[src/sv/ottk_pkg.sv]
// ottk_pkg: shared constants, command and status codes and types for the
// ordered time key table. No dependencies; imported by every ottk module.
package ottk_pkg;

	// Table geometry
	localparam int DEPTH      = 64;
	localparam int IDX_W      = $clog2(DEPTH);
	localparam int CNT_W      = $clog2(DEPTH + 1);
	localparam int RESULT_CAP = 64;

	// Field widths
	localparam int CMD_W   = 4;
	localparam int KEY_W   = 17;
	localparam int HDL_W   = 16;
	localparam int POS_W   = 6;
	localparam int COUNT_W = 7;
	localparam int ST_W    = 2;

	// Command codes
	localparam logic [CMD_W-1:0] CMD_PUT      = 4'd0;
	localparam logic [CMD_W-1:0] CMD_GET      = 4'd1;
	localparam logic [CMD_W-1:0] CMD_DELETE   = 4'd2;
	localparam logic [CMD_W-1:0] CMD_CONTAINS = 4'd3;
	localparam logic [CMD_W-1:0] CMD_MIN      = 4'd4;
	localparam logic [CMD_W-1:0] CMD_MAX      = 4'd5;
	localparam logic [CMD_W-1:0] CMD_FLOOR    = 4'd6;
	localparam logic [CMD_W-1:0] CMD_CEIL     = 4'd7;
	localparam logic [CMD_W-1:0] CMD_RANK     = 4'd8;
	localparam logic [CMD_W-1:0] CMD_SELECT   = 4'd9;
	localparam logic [CMD_W-1:0] CMD_DELMIN   = 4'd10;
	localparam logic [CMD_W-1:0] CMD_DELMAX   = 4'd11;
	localparam logic [CMD_W-1:0] CMD_SIZE     = 4'd12;
	localparam logic [CMD_W-1:0] CMD_SRANGE   = 4'd13;
	localparam logic [CMD_W-1:0] CMD_KEYS     = 4'd14;

	// Status codes
	localparam logic [ST_W-1:0] ST_OK   = 2'd0;
	localparam logic [ST_W-1:0] ST_NONE = 2'd1;
	localparam logic [ST_W-1:0] ST_FULL = 2'd2;

	// Result of the shared key comparator
	typedef struct packed {
		logic lt;
		logic eq;
	} cmp_t;

	// Clamp an internal count to the result count field
	function automatic logic [COUNT_W-1:0] sat_count(input logic [CNT_W-1:0] x);
		if (32'(x) > 32'd127)
			return 7'd127;
		else
			return COUNT_W'(x);
	endfunction

endpackage

[src/sv/ottk_store.sv]
// ottk_store: key and handle memories of the table, one write port and one
// read port with registered read data. Depends on ottk_pkg.
module ottk_store import ottk_pkg::*; (
	input  logic             clk,
	input  logic             we,
	input  logic [IDX_W-1:0] waddr,
	input  logic [KEY_W-1:0] wkey,
	input  logic [HDL_W-1:0] whdl,
	input  logic [IDX_W-1:0] raddr,
	output logic [KEY_W-1:0] rkey,
	output logic [HDL_W-1:0] rhdl
);

	logic [KEY_W-1:0] key_mem [DEPTH];
	logic [HDL_W-1:0] hdl_mem [DEPTH];

	// Write port and registered read port
	always_ff @(posedge clk) begin
		if (we) begin
			key_mem[waddr] <= wkey;
			hdl_mem[waddr] <= whdl;
		end
		rkey <= key_mem[raddr];
		rhdl <= hdl_mem[raddr];
	end

endmodule

[src/sv/ottk_cmp.sv]
// ottk_cmp: the one key comparator shared by every step of the sequencer.
// Depends on ottk_pkg.
module ottk_cmp import ottk_pkg::*; (
	input  logic [KEY_W-1:0] a,
	input  logic [KEY_W-1:0] b,
	output cmp_t             res
);

	// Unsigned magnitude compare
	assign res.lt = (a < b);
	assign res.eq = (a == b);

endmodule

[src/sv/ordered_time_key_table_unit.sv]
// ordered_time_key_table_unit: sorted key/handle table with a small
// sequencer over one two-port memory and one comparator.
// Depends on ottk_pkg, ottk_store, ottk_cmp.
//
//  channel | valid     | stall     | payload
//  --------+-----------+-----------+---------------------------------------------
//  command | cmd_valid | cmd_stall | command, key, key_high, value_handle, position
//  result  | res_valid | res_stall | key_out, value_out, count_out, status, last
//
// Every command first scans the table from the bottom, comparing each key
// below the search key in turn, then does its own work: insert and delete
// move one entry at a time with a read and a write, and range walks read
// and compare one entry at a time. The longest transaction is a delmin
// whose key lies above every entry of a full table, as all steps share the
// single memory read port. cmd_stall stays high from acceptance until the
// last result is loaded. A stalled result holds the sequencer. Reset
// empties the table at once; no clearing pass is needed.
module ordered_time_key_table_unit import ottk_pkg::*; (
	input  logic               clk,
	input  logic               arst_n,
	input  logic               cmd_valid,
	output logic               cmd_stall,
	input  logic [CMD_W-1:0]   command,
	input  logic [KEY_W-1:0]   key,
	input  logic [KEY_W-1:0]   key_high,
	input  logic [HDL_W-1:0]   value_handle,
	input  logic [POS_W-1:0]   position,
	output logic               res_valid,
	input  logic               res_stall,
	output logic [KEY_W-1:0]   key_out,
	output logic [HDL_W-1:0]   value_out,
	output logic [COUNT_W-1:0] count_out,
	output logic [ST_W-1:0]    status,
	output logic               last
);

	typedef struct packed {
		logic [KEY_W-1:0]   key;
		logic [HDL_W-1:0]   value;
		logic [COUNT_W-1:0] count;
		logic [ST_W-1:0]    status;
		logic               last;
	} res_t;

	// Sequencer states
	localparam logic [3:0] S_IDLE   = 4'd0;
	localparam logic [3:0] S_SRD    = 4'd1;
	localparam logic [3:0] S_SCMP   = 4'd2;
	localparam logic [3:0] S_EXEC   = 4'd3;
	localparam logic [3:0] S_RD1    = 4'd4;
	localparam logic [3:0] S_FIN1   = 4'd5;
	localparam logic [3:0] S_INS_RD = 4'd6;
	localparam logic [3:0] S_INS_WR = 4'd7;
	localparam logic [3:0] S_DEL_RD = 4'd8;
	localparam logic [3:0] S_DEL_WR = 4'd9;
	localparam logic [3:0] S_WRD    = 4'd10;
	localparam logic [3:0] S_WCMP   = 4'd11;
	localparam logic [3:0] S_WEND   = 4'd12;

	logic [3:0]       state_q, state_d;
	logic [CNT_W-1:0] cnt_q, cnt_d;
	logic [CNT_W-1:0] j_q, j_d;
	logic [CNT_W-1:0] m_q, m_d;
	logic [IDX_W-1:0] addr_q, addr_d;
	logic             found_q, found_d;
	logic [KEY_W-1:0] hit_key_q, hit_key_d;
	logic [HDL_W-1:0] hit_hdl_q, hit_hdl_d;
	logic [KEY_W-1:0] res_key_q, res_key_d;
	logic [CNT_W-1:0] rcnt_q, rcnt_d;
	logic [CNT_W-1:0] emitted_q, emitted_d;
	logic             pend_q, pend_d;
	logic [KEY_W-1:0] pend_key_q, pend_key_d;

	logic [CMD_W-1:0] cmd_q;
	logic [KEY_W-1:0] key_q;
	logic [KEY_W-1:0] khi_q;
	logic [HDL_W-1:0] hdl_q;
	logic [POS_W-1:0] pos_q;

	res_t res_q, res_d;
	logic res_valid_q;
	logic emit, out_free, accept;

	logic             we;
	logic [IDX_W-1:0] waddr, raddr;
	logic [KEY_W-1:0] wkey, rd_key, cmp_a, cmp_b;
	logic [HDL_W-1:0] whdl, rd_hdl;
	cmp_t             cmp;

	ottk_store u_store (
		.clk   (clk),
		.we    (we),
		.waddr (waddr),
		.wkey  (wkey),
		.whdl  (whdl),
		.raddr (raddr),
		.rkey  (rd_key),
		.rhdl  (rd_hdl)
	);

	ottk_cmp u_cmp (
		.a   (cmp_a),
		.b   (cmp_b),
		.res (cmp)
	);

	assign cmd_stall = (state_q != S_IDLE);
	assign accept    = cmd_valid && !cmd_stall;
	assign out_free  = !res_valid_q || !res_stall;

	// Read address: held stable in states that may wait on the result side
	always_comb begin
		unique case (state_q)
			S_SRD, S_SCMP, S_WRD, S_WCMP: raddr = j_q[IDX_W-1:0];
			S_INS_RD:                     raddr = IDX_W'(m_q - CNT_W'(1));
			S_DEL_RD:                     raddr = IDX_W'(m_q + CNT_W'(1));
			default:                      raddr = addr_q;
		endcase
	end

	// Comparator operands
	always_comb begin
		unique case (state_q)
			S_EXEC: begin
				cmp_a = key_q;
				cmp_b = khi_q;
			end
			S_WCMP: begin
				cmp_a = rd_key;
				cmp_b = khi_q;
			end
			default: begin
				cmp_a = rd_key;
				cmp_b = key_q;
			end
		endcase
	end

	// Sequencer
	always_comb begin
		state_d    = state_q;
		cnt_d      = cnt_q;
		j_d        = j_q;
		m_d        = m_q;
		addr_d     = addr_q;
		found_d    = found_q;
		hit_key_d  = hit_key_q;
		hit_hdl_d  = hit_hdl_q;
		res_key_d  = res_key_q;
		rcnt_d     = rcnt_q;
		emitted_d  = emitted_q;
		pend_d     = pend_q;
		pend_key_d = pend_key_q;
		emit       = 1'b0;
		res_d      = '0;
		res_d.last = 1'b1;
		we         = 1'b0;
		waddr      = j_q[IDX_W-1:0];
		wkey       = key_q;
		whdl       = hdl_q;

		unique case (state_q)
			S_IDLE: begin
				if (cmd_valid) begin
					j_d     = '0;
					state_d = S_SRD;
				end
			end

			// lower-bound scan: first entry whose key is not below the key
			S_SRD: begin
				if (j_q == cnt_q) begin
					found_d = 1'b0;
					state_d = S_EXEC;
				end else begin
					state_d = S_SCMP;
				end
			end

			S_SCMP: begin
				if (cmp.lt) begin
					j_d     = j_q + CNT_W'(1);
					state_d = S_SRD;
				end else begin
					found_d   = cmp.eq;
					hit_key_d = rd_key;
					hit_hdl_d = rd_hdl;
					state_d   = S_EXEC;
				end
			end

			S_EXEC: begin
				unique case (cmd_q)
					CMD_PUT, CMD_DELETE: begin
						if (cmd_q == CMD_PUT && hdl_q != '0) begin
							if (found_q) begin
								we        = 1'b1;
								emit      = 1'b1;
								res_d.key = key_q;
								state_d   = S_IDLE;
							end else if (32'(cnt_q) >= DEPTH) begin
								emit         = 1'b1;
								res_d.status = ST_FULL;
								state_d      = S_IDLE;
							end else begin
								m_d     = cnt_q;
								state_d = S_INS_RD;
							end
						end else if (found_q) begin
							res_key_d = key_q;
							m_d       = j_q;
							state_d   = S_DEL_RD;
						end else begin
							emit         = 1'b1;
							res_d.status = ST_NONE;
							state_d      = S_IDLE;
						end
					end
					CMD_GET: begin
						emit    = 1'b1;
						state_d = S_IDLE;
						if (found_q) begin
							res_d.key   = key_q;
							res_d.value = hit_hdl_q;
						end else begin
							res_d.status = ST_NONE;
						end
					end
					CMD_CONTAINS: begin
						emit    = 1'b1;
						state_d = S_IDLE;
						if (found_q)
							res_d.key = key_q;
						else
							res_d.status = ST_NONE;
					end
					CMD_MIN, CMD_DELMIN: begin
						if (cnt_q == '0) begin
							emit         = 1'b1;
							res_d.status = ST_NONE;
							state_d      = S_IDLE;
						end else begin
							addr_d  = '0;
							state_d = S_RD1;
						end
					end
					CMD_MAX, CMD_DELMAX: begin
						if (cnt_q == '0) begin
							emit         = 1'b1;
							res_d.status = ST_NONE;
							state_d      = S_IDLE;
						end else begin
							addr_d  = IDX_W'(cnt_q - CNT_W'(1));
							state_d = S_RD1;
						end
					end
					CMD_FLOOR: begin
						if (found_q) begin
							emit      = 1'b1;
							res_d.key = key_q;
							state_d   = S_IDLE;
						end else if (j_q != '0) begin
							addr_d  = IDX_W'(j_q - CNT_W'(1));
							state_d = S_RD1;
						end else begin
							emit         = 1'b1;
							res_d.status = ST_NONE;
							state_d      = S_IDLE;
						end
					end
					CMD_CEIL: begin
						emit    = 1'b1;
						state_d = S_IDLE;
						if (j_q < cnt_q)
							res_d.key = hit_key_q;
						else
							res_d.status = ST_NONE;
					end
					CMD_RANK: begin
						emit        = 1'b1;
						res_d.count = sat_count(j_q);
						state_d     = S_IDLE;
					end
					CMD_SELECT: begin
						if (32'(pos_q) < 32'(cnt_q)) begin
							addr_d  = IDX_W'(pos_q);
							state_d = S_RD1;
						end else begin
							emit         = 1'b1;
							res_d.status = ST_NONE;
							state_d      = S_IDLE;
						end
					end
					CMD_SIZE: begin
						emit        = 1'b1;
						res_d.count = sat_count(cnt_q);
						state_d     = S_IDLE;
					end
					CMD_SRANGE, CMD_KEYS: begin
						// empty range when low bound is not below high bound
						if (!cmp.lt) begin
							emit    = 1'b1;
							state_d = S_IDLE;
							if (cmd_q == CMD_KEYS)
								res_d.status = ST_NONE;
						end else begin
							j_d       = found_q ? j_q + CNT_W'(1) : j_q;
							rcnt_d    = '0;
							emitted_d = '0;
							pend_d    = 1'b0;
							state_d   = S_WRD;
						end
					end
					default: begin
						emit         = 1'b1;
						res_d.status = ST_NONE;
						state_d      = S_IDLE;
					end
				endcase
			end

			S_RD1: begin
				state_d = S_FIN1;
			end

			S_FIN1: begin
				if (cmd_q == CMD_DELMIN) begin
					res_key_d = rd_key;
					m_d       = '0;
					state_d   = S_DEL_RD;
				end else begin
					emit      = 1'b1;
					res_d.key = rd_key;
					state_d   = S_IDLE;
					if (cmd_q == CMD_DELMAX)
						cnt_d = cnt_q - CNT_W'(1);
				end
			end

			// insert: move entries up from the top down to the hole
			S_INS_RD: begin
				if (m_q == j_q) begin
					we        = 1'b1;
					cnt_d     = cnt_q + CNT_W'(1);
					emit      = 1'b1;
					res_d.key = key_q;
					state_d   = S_IDLE;
				end else begin
					state_d = S_INS_WR;
				end
			end

			S_INS_WR: begin
				we      = 1'b1;
				waddr   = m_q[IDX_W-1:0];
				wkey    = rd_key;
				whdl    = rd_hdl;
				m_d     = m_q - CNT_W'(1);
				state_d = S_INS_RD;
			end

			// delete: move entries down over the removed one
			S_DEL_RD: begin
				if (m_q + CNT_W'(1) == cnt_q) begin
					cnt_d     = cnt_q - CNT_W'(1);
					emit      = 1'b1;
					res_d.key = res_key_q;
					state_d   = S_IDLE;
				end else begin
					state_d = S_DEL_WR;
				end
			end

			S_DEL_WR: begin
				we      = 1'b1;
				waddr   = m_q[IDX_W-1:0];
				wkey    = rd_key;
				whdl    = rd_hdl;
				m_d     = m_q + CNT_W'(1);
				state_d = S_DEL_RD;
			end

			// range walk; one key is held back so the last one can be marked
			S_WRD: begin
				if (j_q == cnt_q ||
				    (cmd_q == CMD_KEYS && pend_q && 32'(emitted_q) == RESULT_CAP - 1))
					state_d = S_WEND;
				else
					state_d = S_WCMP;
			end

			S_WCMP: begin
				if (!cmp.lt) begin
					state_d = S_WEND;
				end else begin
					rcnt_d  = rcnt_q + CNT_W'(1);
					j_d     = j_q + CNT_W'(1);
					state_d = S_WRD;
					if (cmd_q == CMD_KEYS) begin
						pend_d     = 1'b1;
						pend_key_d = rd_key;
						if (pend_q) begin
							emit       = 1'b1;
							res_d.key  = pend_key_q;
							res_d.last = 1'b0;
							emitted_d  = emitted_q + CNT_W'(1);
						end
					end
				end
			end

			S_WEND: begin
				emit    = 1'b1;
				state_d = S_IDLE;
				if (cmd_q == CMD_SRANGE)
					res_d.count = sat_count(rcnt_q);
				else if (pend_q)
					res_d.key = pend_key_q;
				else
					res_d.status = ST_NONE;
			end

			default: begin
				state_d = S_IDLE;
			end
		endcase

		// result slot busy: freeze the sequencer
		if (emit && !out_free) begin
			state_d    = state_q;
			cnt_d      = cnt_q;
			j_d        = j_q;
			m_d        = m_q;
			rcnt_d     = rcnt_q;
			emitted_d  = emitted_q;
			pend_d     = pend_q;
			pend_key_d = pend_key_q;
			we         = 1'b0;
		end
	end

	// Control registers
	always_ff @(posedge clk or negedge arst_n) begin
		if (!arst_n) begin
			state_q     <= S_IDLE;
			cnt_q       <= '0;
			res_valid_q <= 1'b0;
		end else begin
			state_q <= state_d;
			cnt_q   <= cnt_d;
			if (emit && out_free)
				res_valid_q <= 1'b1;
			else if (!res_stall)
				res_valid_q <= 1'b0;
		end
	end

	// Working and payload registers
	always_ff @(posedge clk) begin
		j_q        <= j_d;
		m_q        <= m_d;
		addr_q     <= addr_d;
		found_q    <= found_d;
		hit_key_q  <= hit_key_d;
		hit_hdl_q  <= hit_hdl_d;
		res_key_q  <= res_key_d;
		rcnt_q     <= rcnt_d;
		emitted_q  <= emitted_d;
		pend_q     <= pend_d;
		pend_key_q <= pend_key_d;
		if (accept) begin
			cmd_q <= command;
			key_q <= key;
			khi_q <= key_high;
			hdl_q <= value_handle;
			pos_q <= position;
		end
		if (emit && out_free)
			res_q <= res_d;
	end

	assign res_valid = res_valid_q;
	assign key_out   = res_q.key;
	assign value_out = res_q.value;
	assign count_out = res_q.count;
	assign status    = res_q.status;
	assign last      = res_q.last;

	// Entry count never exceeds the table depth
	a_cnt_bound: assert property (@(posedge clk) disable iff (!arst_n)
		32'(cnt_q) <= DEPTH)
		else $error("entry count above depth");

	// Entry count moves by at most one per cycle
	a_cnt_step: assert property (@(posedge clk) disable iff (!arst_n)
		##1 (cnt_q == $past(cnt_q) || cnt_q == $past(cnt_q) + CNT_W'(1) ||
		cnt_q == $past(cnt_q) - CNT_W'(1)))
		else $error("entry count jumped");

	// An accepted transaction makes the block busy in the next cycle
	a_busy: assert property (@(posedge clk) disable iff (!arst_n)
		(cmd_valid && !cmd_stall) |=> cmd_stall)
		else $error("not busy after accept");

	// The table is written only while a command is in progress
	a_write_busy: assert property (@(posedge clk) disable iff (!arst_n)
		we |-> cmd_stall)
		else $error("table write while idle");

endmodule

[config.mk]
export PLATFORM = sky130hd
export DESIGN_NAME = ordered_time_key_table_unit
export DESIGN_NICKNAME = d
export VERILOG_FILES = /design/src/sv/ottk_pkg.sv /design/src/sv/ottk_store.sv /design/src/sv/ottk_cmp.sv /design/src/sv/ordered_time_key_table_unit.sv
export SDC_FILE = /design/constraint.sdc
export NUM_CORES = 2
export LEC_CHECK = 0
export BUFFER_PORTS_ARGS = -buffer_cell sky130_fd_sc_hd__buf_2
export CAP_MARGIN = 20
export CELL_PAD_IN_SITES_DETAIL_PLACEMENT = 0
export CELL_PAD_IN_SITES_GLOBAL_PLACEMENT = 1
export CORE_MARGIN = 4
export CORE_UTILIZATION = 45
export DETAILED_ROUTE_END_ITERATION = 10
export GPL_TIMING_DRIVEN = 0
export HOLD_SLACK_MARGIN = 0.1
export PLACE_DENSITY_LB_ADDON = 0.1
export SYNTH_ARGS = -nofsm -noshare
export SYNTH_HDL_FRONTEND = slang
export SYNTH_SLANG_ARGS = --single-unit
[constraint.sdc]
create_clock -name clk -period 8.45 [get_ports clk]
set_input_delay 1.69 -clock clk [delete_from_list [all_inputs] [get_ports clk]]
set_output_delay 1.69 -clock clk [all_outputs]
set_load 0.01 [all_outputs]
* Word-level counts from Yosys, hierarchy flattened *
Memory sizes are Yosys's and may differ from the RTL's. A register that Yosys moved wholly into a read port is not among the register bits.
Index checks and enable logic that the tools add are counted.

storage, ports and cells
  bits in registers = 218
  memories = 2
  memory bits (writable) = 2112
  word-level logic and storage cells = 275
  output and inout bits = 45

operators by class
  $add $sub $neg = 8
  bitwise gates (word level) = 2
  reduce and logical (&&, ||, !) cells = 51
  $lt $le $gt $ge = 4
  multiplexer cells = 127
  eq/ne operators = 57

memory list
  memory           depth  bits a word  read ports  clocked after Yosys merged registers in  write ports  line              text
  u_store.key_mem  64     17           1           1                                        1            ottk_store.sv:14  logic [KEY_W-1:0] key_mem [DEPTH];
  u_store.hdl_mem  64     16           1           1                                        1            ottk_store.sv:15  logic [HDL_W-1:0] hdl_mem [DEPTH];

operators by type and width
  kind                   count
  $mux W17               17
  $mux W7                22
  $pmux W17 S6           1
  $pmux W17 S4           1
  $eq A4 B4 Y1 const B   12
  $pmux W4 S12           1
  $pmux W7 S2            3
  $pmux W7 S3            2
  $mux W1                41
  $ne A2 B2 Y1 const B   19
  $mux W6                6
  $add A7 B1 Y7 const B  5
  $pmux W17 S2           1
  $mux W33               1
  $eq A4 B3 Y1 const B   8
  $pmux W7 S4            1
  $reduce_and A7 Y1      4
  $mux W3                9
  $mux W4                6
  $pmux W6 S4            1
  $eq A7 B7 Y1           3
  $pmux W4 S5            1
  $reduce_or A2 Y1       10
  $pmux W6 S3            1
  other kinds (37)       73

* Logic depth before layout (Yosys ltp) *
  depth after elaboration = 11
  mapped depth = 19
  mapped depth without buffers = 14

* By module *
From an unflattened synthesis, not the netlist that was laid out.

unflattened totals
  cells, all modules = 4450
  area, all modules = 92627.6 µm²

by module, submodules not included
  module                       cells an instance  times used  area an instance (µm²)
  ottk_store                   3433               1           81011.4
  ordered_time_key_table_unit  958                1           11185.7
  ottk_cmp                     59                 1           430.4

* Least setup slack after synthesis *
Ideal clock, no wire load.

  path kind = reg2reg
  from = register state_q[0]
  to = memory u_store.hdl_mem[20][0] (enable)
  path buffers = 6
  clock period less this slack = 7.348 ns
  arrival time = 6.842 ns
  required time = 7.944 ns
  setup time = 0.506 ns
  setup slack = 1.102 ns
  stages on the path, launching flop included = 18
  path through = dfrtp_1 buf_2 buf_4 clkbuf_1 nand3_1 clkbuf_1 clkbuf_1 mux2i_1 ha_1 a21o_1 a21o_1 a21oi_1 o21ai_0 nor2_1 a21o_1 a31oi_4 clkbuf_1 nor4_1

between the ends
  longest elaborated chain between the ends = 11

ends and longest elaborated chain
  element                                       line                                                                    text
  start: declaration                            ordered_time_key_table_unit.sv:60                                       logic [3:0] state_q, state_d;
  start signal: assignment                      ordered_time_key_table_unit.sv:449                                      state_q <= state_d;
  $eq A4 B2 Y1 or $eq A4 B4 Y1 (tied branches)  ordered_time_key_table_unit.sv:123, ordered_time_key_table_unit.sv:162
  $reduce_or A2 Y1 (no source line)             --
  $mux W17                                      ordered_time_key_table_unit.sv:123                                      unique case (state_q)
  $lt A17 B17 Y1                                ottk_cmp.sv:10                                                          assign res.lt = (a < b);
  $mux W1                                       ordered_time_key_table_unit.sv:301                                      if (!cmp.lt) begin
  $pmux W1 S5                                   ordered_time_key_table_unit.sv:193                                      unique case (cmd_q)
  $pmux W1 S6                                   ordered_time_key_table_unit.sv:162                                      unique case (state_q)
  $logic_and A1 B1 Y1                           ordered_time_key_table_unit.sv:429                                      if (emit && !out_free) begin
  $mux W1                                       ordered_time_key_table_unit.sv:429
  $mux W1                                       ottk_store.sv:19                                                        if (we) begin
  $mux W1 (implied by the code)                 ottk_store.sv:21                                                        hdl_mem[waddr] <= whdl;
  end: declaration                              ottk_store.sv:15

Parallel ways exist; a longest one is shown, timed or not.

* Worst setup path in the final report *
  from = register state_q[0]
  to = memory u_store.key_mem[54][2] (enable)

between the ends
  longest elaborated chain between the ends = 11

ends and longest elaborated chain
  element                                       line                                                                    text
  $eq A4 B2 Y1 or $eq A4 B4 Y1 (tied branches)  ordered_time_key_table_unit.sv:123, ordered_time_key_table_unit.sv:162
  $reduce_or A2 Y1 (no source line)             --
  $mux W17                                      ordered_time_key_table_unit.sv:123
  $lt A17 B17 Y1                                ottk_cmp.sv:10
  $mux W1                                       ordered_time_key_table_unit.sv:301
  $pmux W1 S5                                   ordered_time_key_table_unit.sv:193
  $pmux W1 S6                                   ordered_time_key_table_unit.sv:162
  $logic_and A1 B1 Y1                           ordered_time_key_table_unit.sv:429
  $mux W1                                       ordered_time_key_table_unit.sv:429
  $mux W1                                       ottk_store.sv:19
  $mux W1 (implied by the code)                 ottk_store.sv:20                                                        key_mem[waddr] <= wkey;
  end: declaration                              ottk_store.sv:14

Parallel ways exist; a longest one is shown, timed or not.

==> metrics <==
H-tree levels 5; RSZ-0062 raised after global routing no; Die X 468 µm; Initial Util 0.453; row cnt 168; die footprint 219000 µm²; sequential element share of the synthesized area 0.741; Post-CTS Resized 0; post-layout minimum cycle time 7.42 ns; Slew @ Worst Pin 1.29 ns; Post-Route Skew 0.0542 ns; Final Hold Fails 0; ANT nets after route 0; Via Count 65900; max cap viols 0; synthesized flop and latch total 2363; DR iter-0 viols 9488; setup ws final 1.03 ns; initial antenna violation count 27; fraction of registers with async set/reset 0.00508; Root Buffer clkbuf_16; max-slew violations 0; Synth area leader edfxtp_1; mapped cell area 95300 µm²; DR pass1 iterations 9; dpl ws 0.978 ns; largest net degree at the start of global routing 65; YS warnings 0; final wirelength 381000 µm; Clock Latency Late Sink 0.94 ns; Nets 7572; Mapped Cells 6633; clock-pin slew on the worst setup and hold paths 0.06 ns; top cells by area, synth edfxtp_1 (73%), nand2_1 (5.3%), mux2i_1 (2.6%); Final HPWL DP 279000 µm; Worst Path Max Fanout 10; vias in the first global route 61500; status finished, final reports clean; # DRC 0; relative slew slack 0.140; setup bufs post-CTS 0; Critical Path End Type flop; ratio of cells with drive above 1 in the final layout 0.167; first-pass GRT wire length 514000 µm; setup_tns 0 ns; Tcrit/Tclk final 0.878; clk buf depth 4; Placer Congestion 0.948; CTS tree done; number of I/O pins 109; WL per Instance 36.4 µm; HP Class reg -> reg; Chip Height 468 µm; post-synthesis cell type count 78; Area Growth Syn to Fin 18.4%; ys flop type edfxtp_1; total gr overflow 0; IO buf count 108; routed vias/inst 6.30; Synth top area share 0.731; crit start category flop; EDFF count, synth 2318; Fmax achieved 0.135 GHz; Mean Syn Cell Area 14.4 µm²; core area 210000 µm²; Total GRT Usage 0.342; CTS Sinks 2363; # hold bufs at CTS 0; CP arrival 8.04 ns; worst endpoint required time 9.07 ns; R2R setup slack 1.03 ns; Num CTS Buffers 276; Post-Syn Nets 6735; CP Class reg -> reg; final setup fails 0
## stage by stage
stage | instances | hold WS [ns] | util | instance area [µm²]
2_1_floorplan | 6633 | 0.408 | - | 95300
3_3_place_gp | 9546 | 0.421 | 0.473 | 99300
5_1_grt | 10500 | 0.445 | 0.537 | 113000
4_1_cts | 10400 | 0.432 | 0.536 | 113000
3_5_place_dp | 9993 | 0.424 | 0.498 | 105000
6_report | 10500 | 0.433 | 0.537 | 113000
## metal layers
| layer | GRT usage | vias up | wire length, µm |
|---|---|---|---|
| met2 | 0.512 | 4108 | 168000 |
| met5 | 0 | - | 35 |
| met4 | 0.182 | 6 | 24200 |
| met3 | 0.0835 | 834 | 42200 |
| met1 | 0.463 | 33600 | 147000 |
| li1 | - | 27300 | - |
## sequential cells by signal, summed over array words and instances (netlist names), 17 cells and up
register and count:
u_store.rkey 17, res_key_q 17, hit_key_q 17, u_store.hdl_mem 1024, khi_q 17, key_q 17
pend_key_q 17, key_out 17, u_store.key_mem 1088
## cell usage after synthesis (all sizes together) (60+ instances only)
library cell and n:
a211oi 200, a21oi 140, a311oi 165, a31oi 135, and3 206, buf 187, clkbuf 282, edfxtp 2318
mux2i 251, nand2 1334, nand3 416, nor2 85, nor4 60, o21ai 136, o22ai 194
## layout make-up
type,count,area (µm²)
tap,2805,3510
inverter,21,78.8
multi-input combinational,3780,23200
sequential,2363,70600
antenna,11,27.5
clock inverter,112,853
fill,17500,97400
buffer,469,2070
timing repair buffer,559,5210
clock buffer,344,7320
## placed cells by master (no fill, tap or decap), types with 133 or more instances in the layout
| master | count |
|---|---|
| edfxtp_1 | 2318 |
| nand2_1 | 1299 |
| nand3_1 | 416 |
| clkbuf_1 | 339 |
| buf_4 | 313 |
| clkbuf_16 | 281 |
| mux2i_1 | 251 |
| buf_2 | 236 |
| and3_1 | 205 |
| a211oi_1 | 200 |
| o22ai_1 | 194 |
| a311oi_1 | 165 |
| a21oi_1 | 138 |
| a31oi_1 | 134 |
| o21ai_0 | 133 |
## worst max-delay path, stage by stage, from the launching register on
cell and delay (ns):
dfrtp_1 0.41, buf_2 0.19, buf_4 0.20, clkbuf_1 0.23, nand3_1 0.14, clkbuf_1 0.55, clkbuf_1 0.67, mux2i_1 0.26
ha_1 0.36, a21o_1 0.11, a21o_1 0.11, a21oi_1 0.07, o21ai_0 0.56, or3_1 0.23, o21a_1 0.27, a31oi_4 0.28
or3_1 0.56, buf_2 0.29, nor3_2 0.84, buf_4 0.35, buf_6 0.19, buf_6 0.17
## logic make-up after synthesis
group / synth area share
buffers and inverters: 0.0225
AO/OA/AOI/OAI: 0.0786
XOR/XNOR: 0.00521
AND/OR/NAND/NOR: 0.107
multiplexers: 0.0410
flip-flops: 0.741
adder cells (fa/ha/maj): 0.00499
## worst paths after layout
| check | start | end | depth (start not counted) |
|---|---|---|---|
| setup / recovery | state_q[0] | u_store.key_mem[54][2] | 21 |
| hold / removal | u_store.rhdl[7] | hit_hdl_q[7] | 0 |
| setup reg to reg | state_q[0] | u_store.key_mem[54][2] | 21 |
| hold reg to reg | u_store.rhdl[7] | hit_hdl_q[7] | 0 |
| max in group asynchronous | arst_n | state_q[2] | 1 |
| min in group asynchronous | arst_n | cnt_q[3] | 1 |
Power is left out: the tool's default activity adds up to more than one toggle a clock period on the data nets, which glitch-free logic cannot reach.
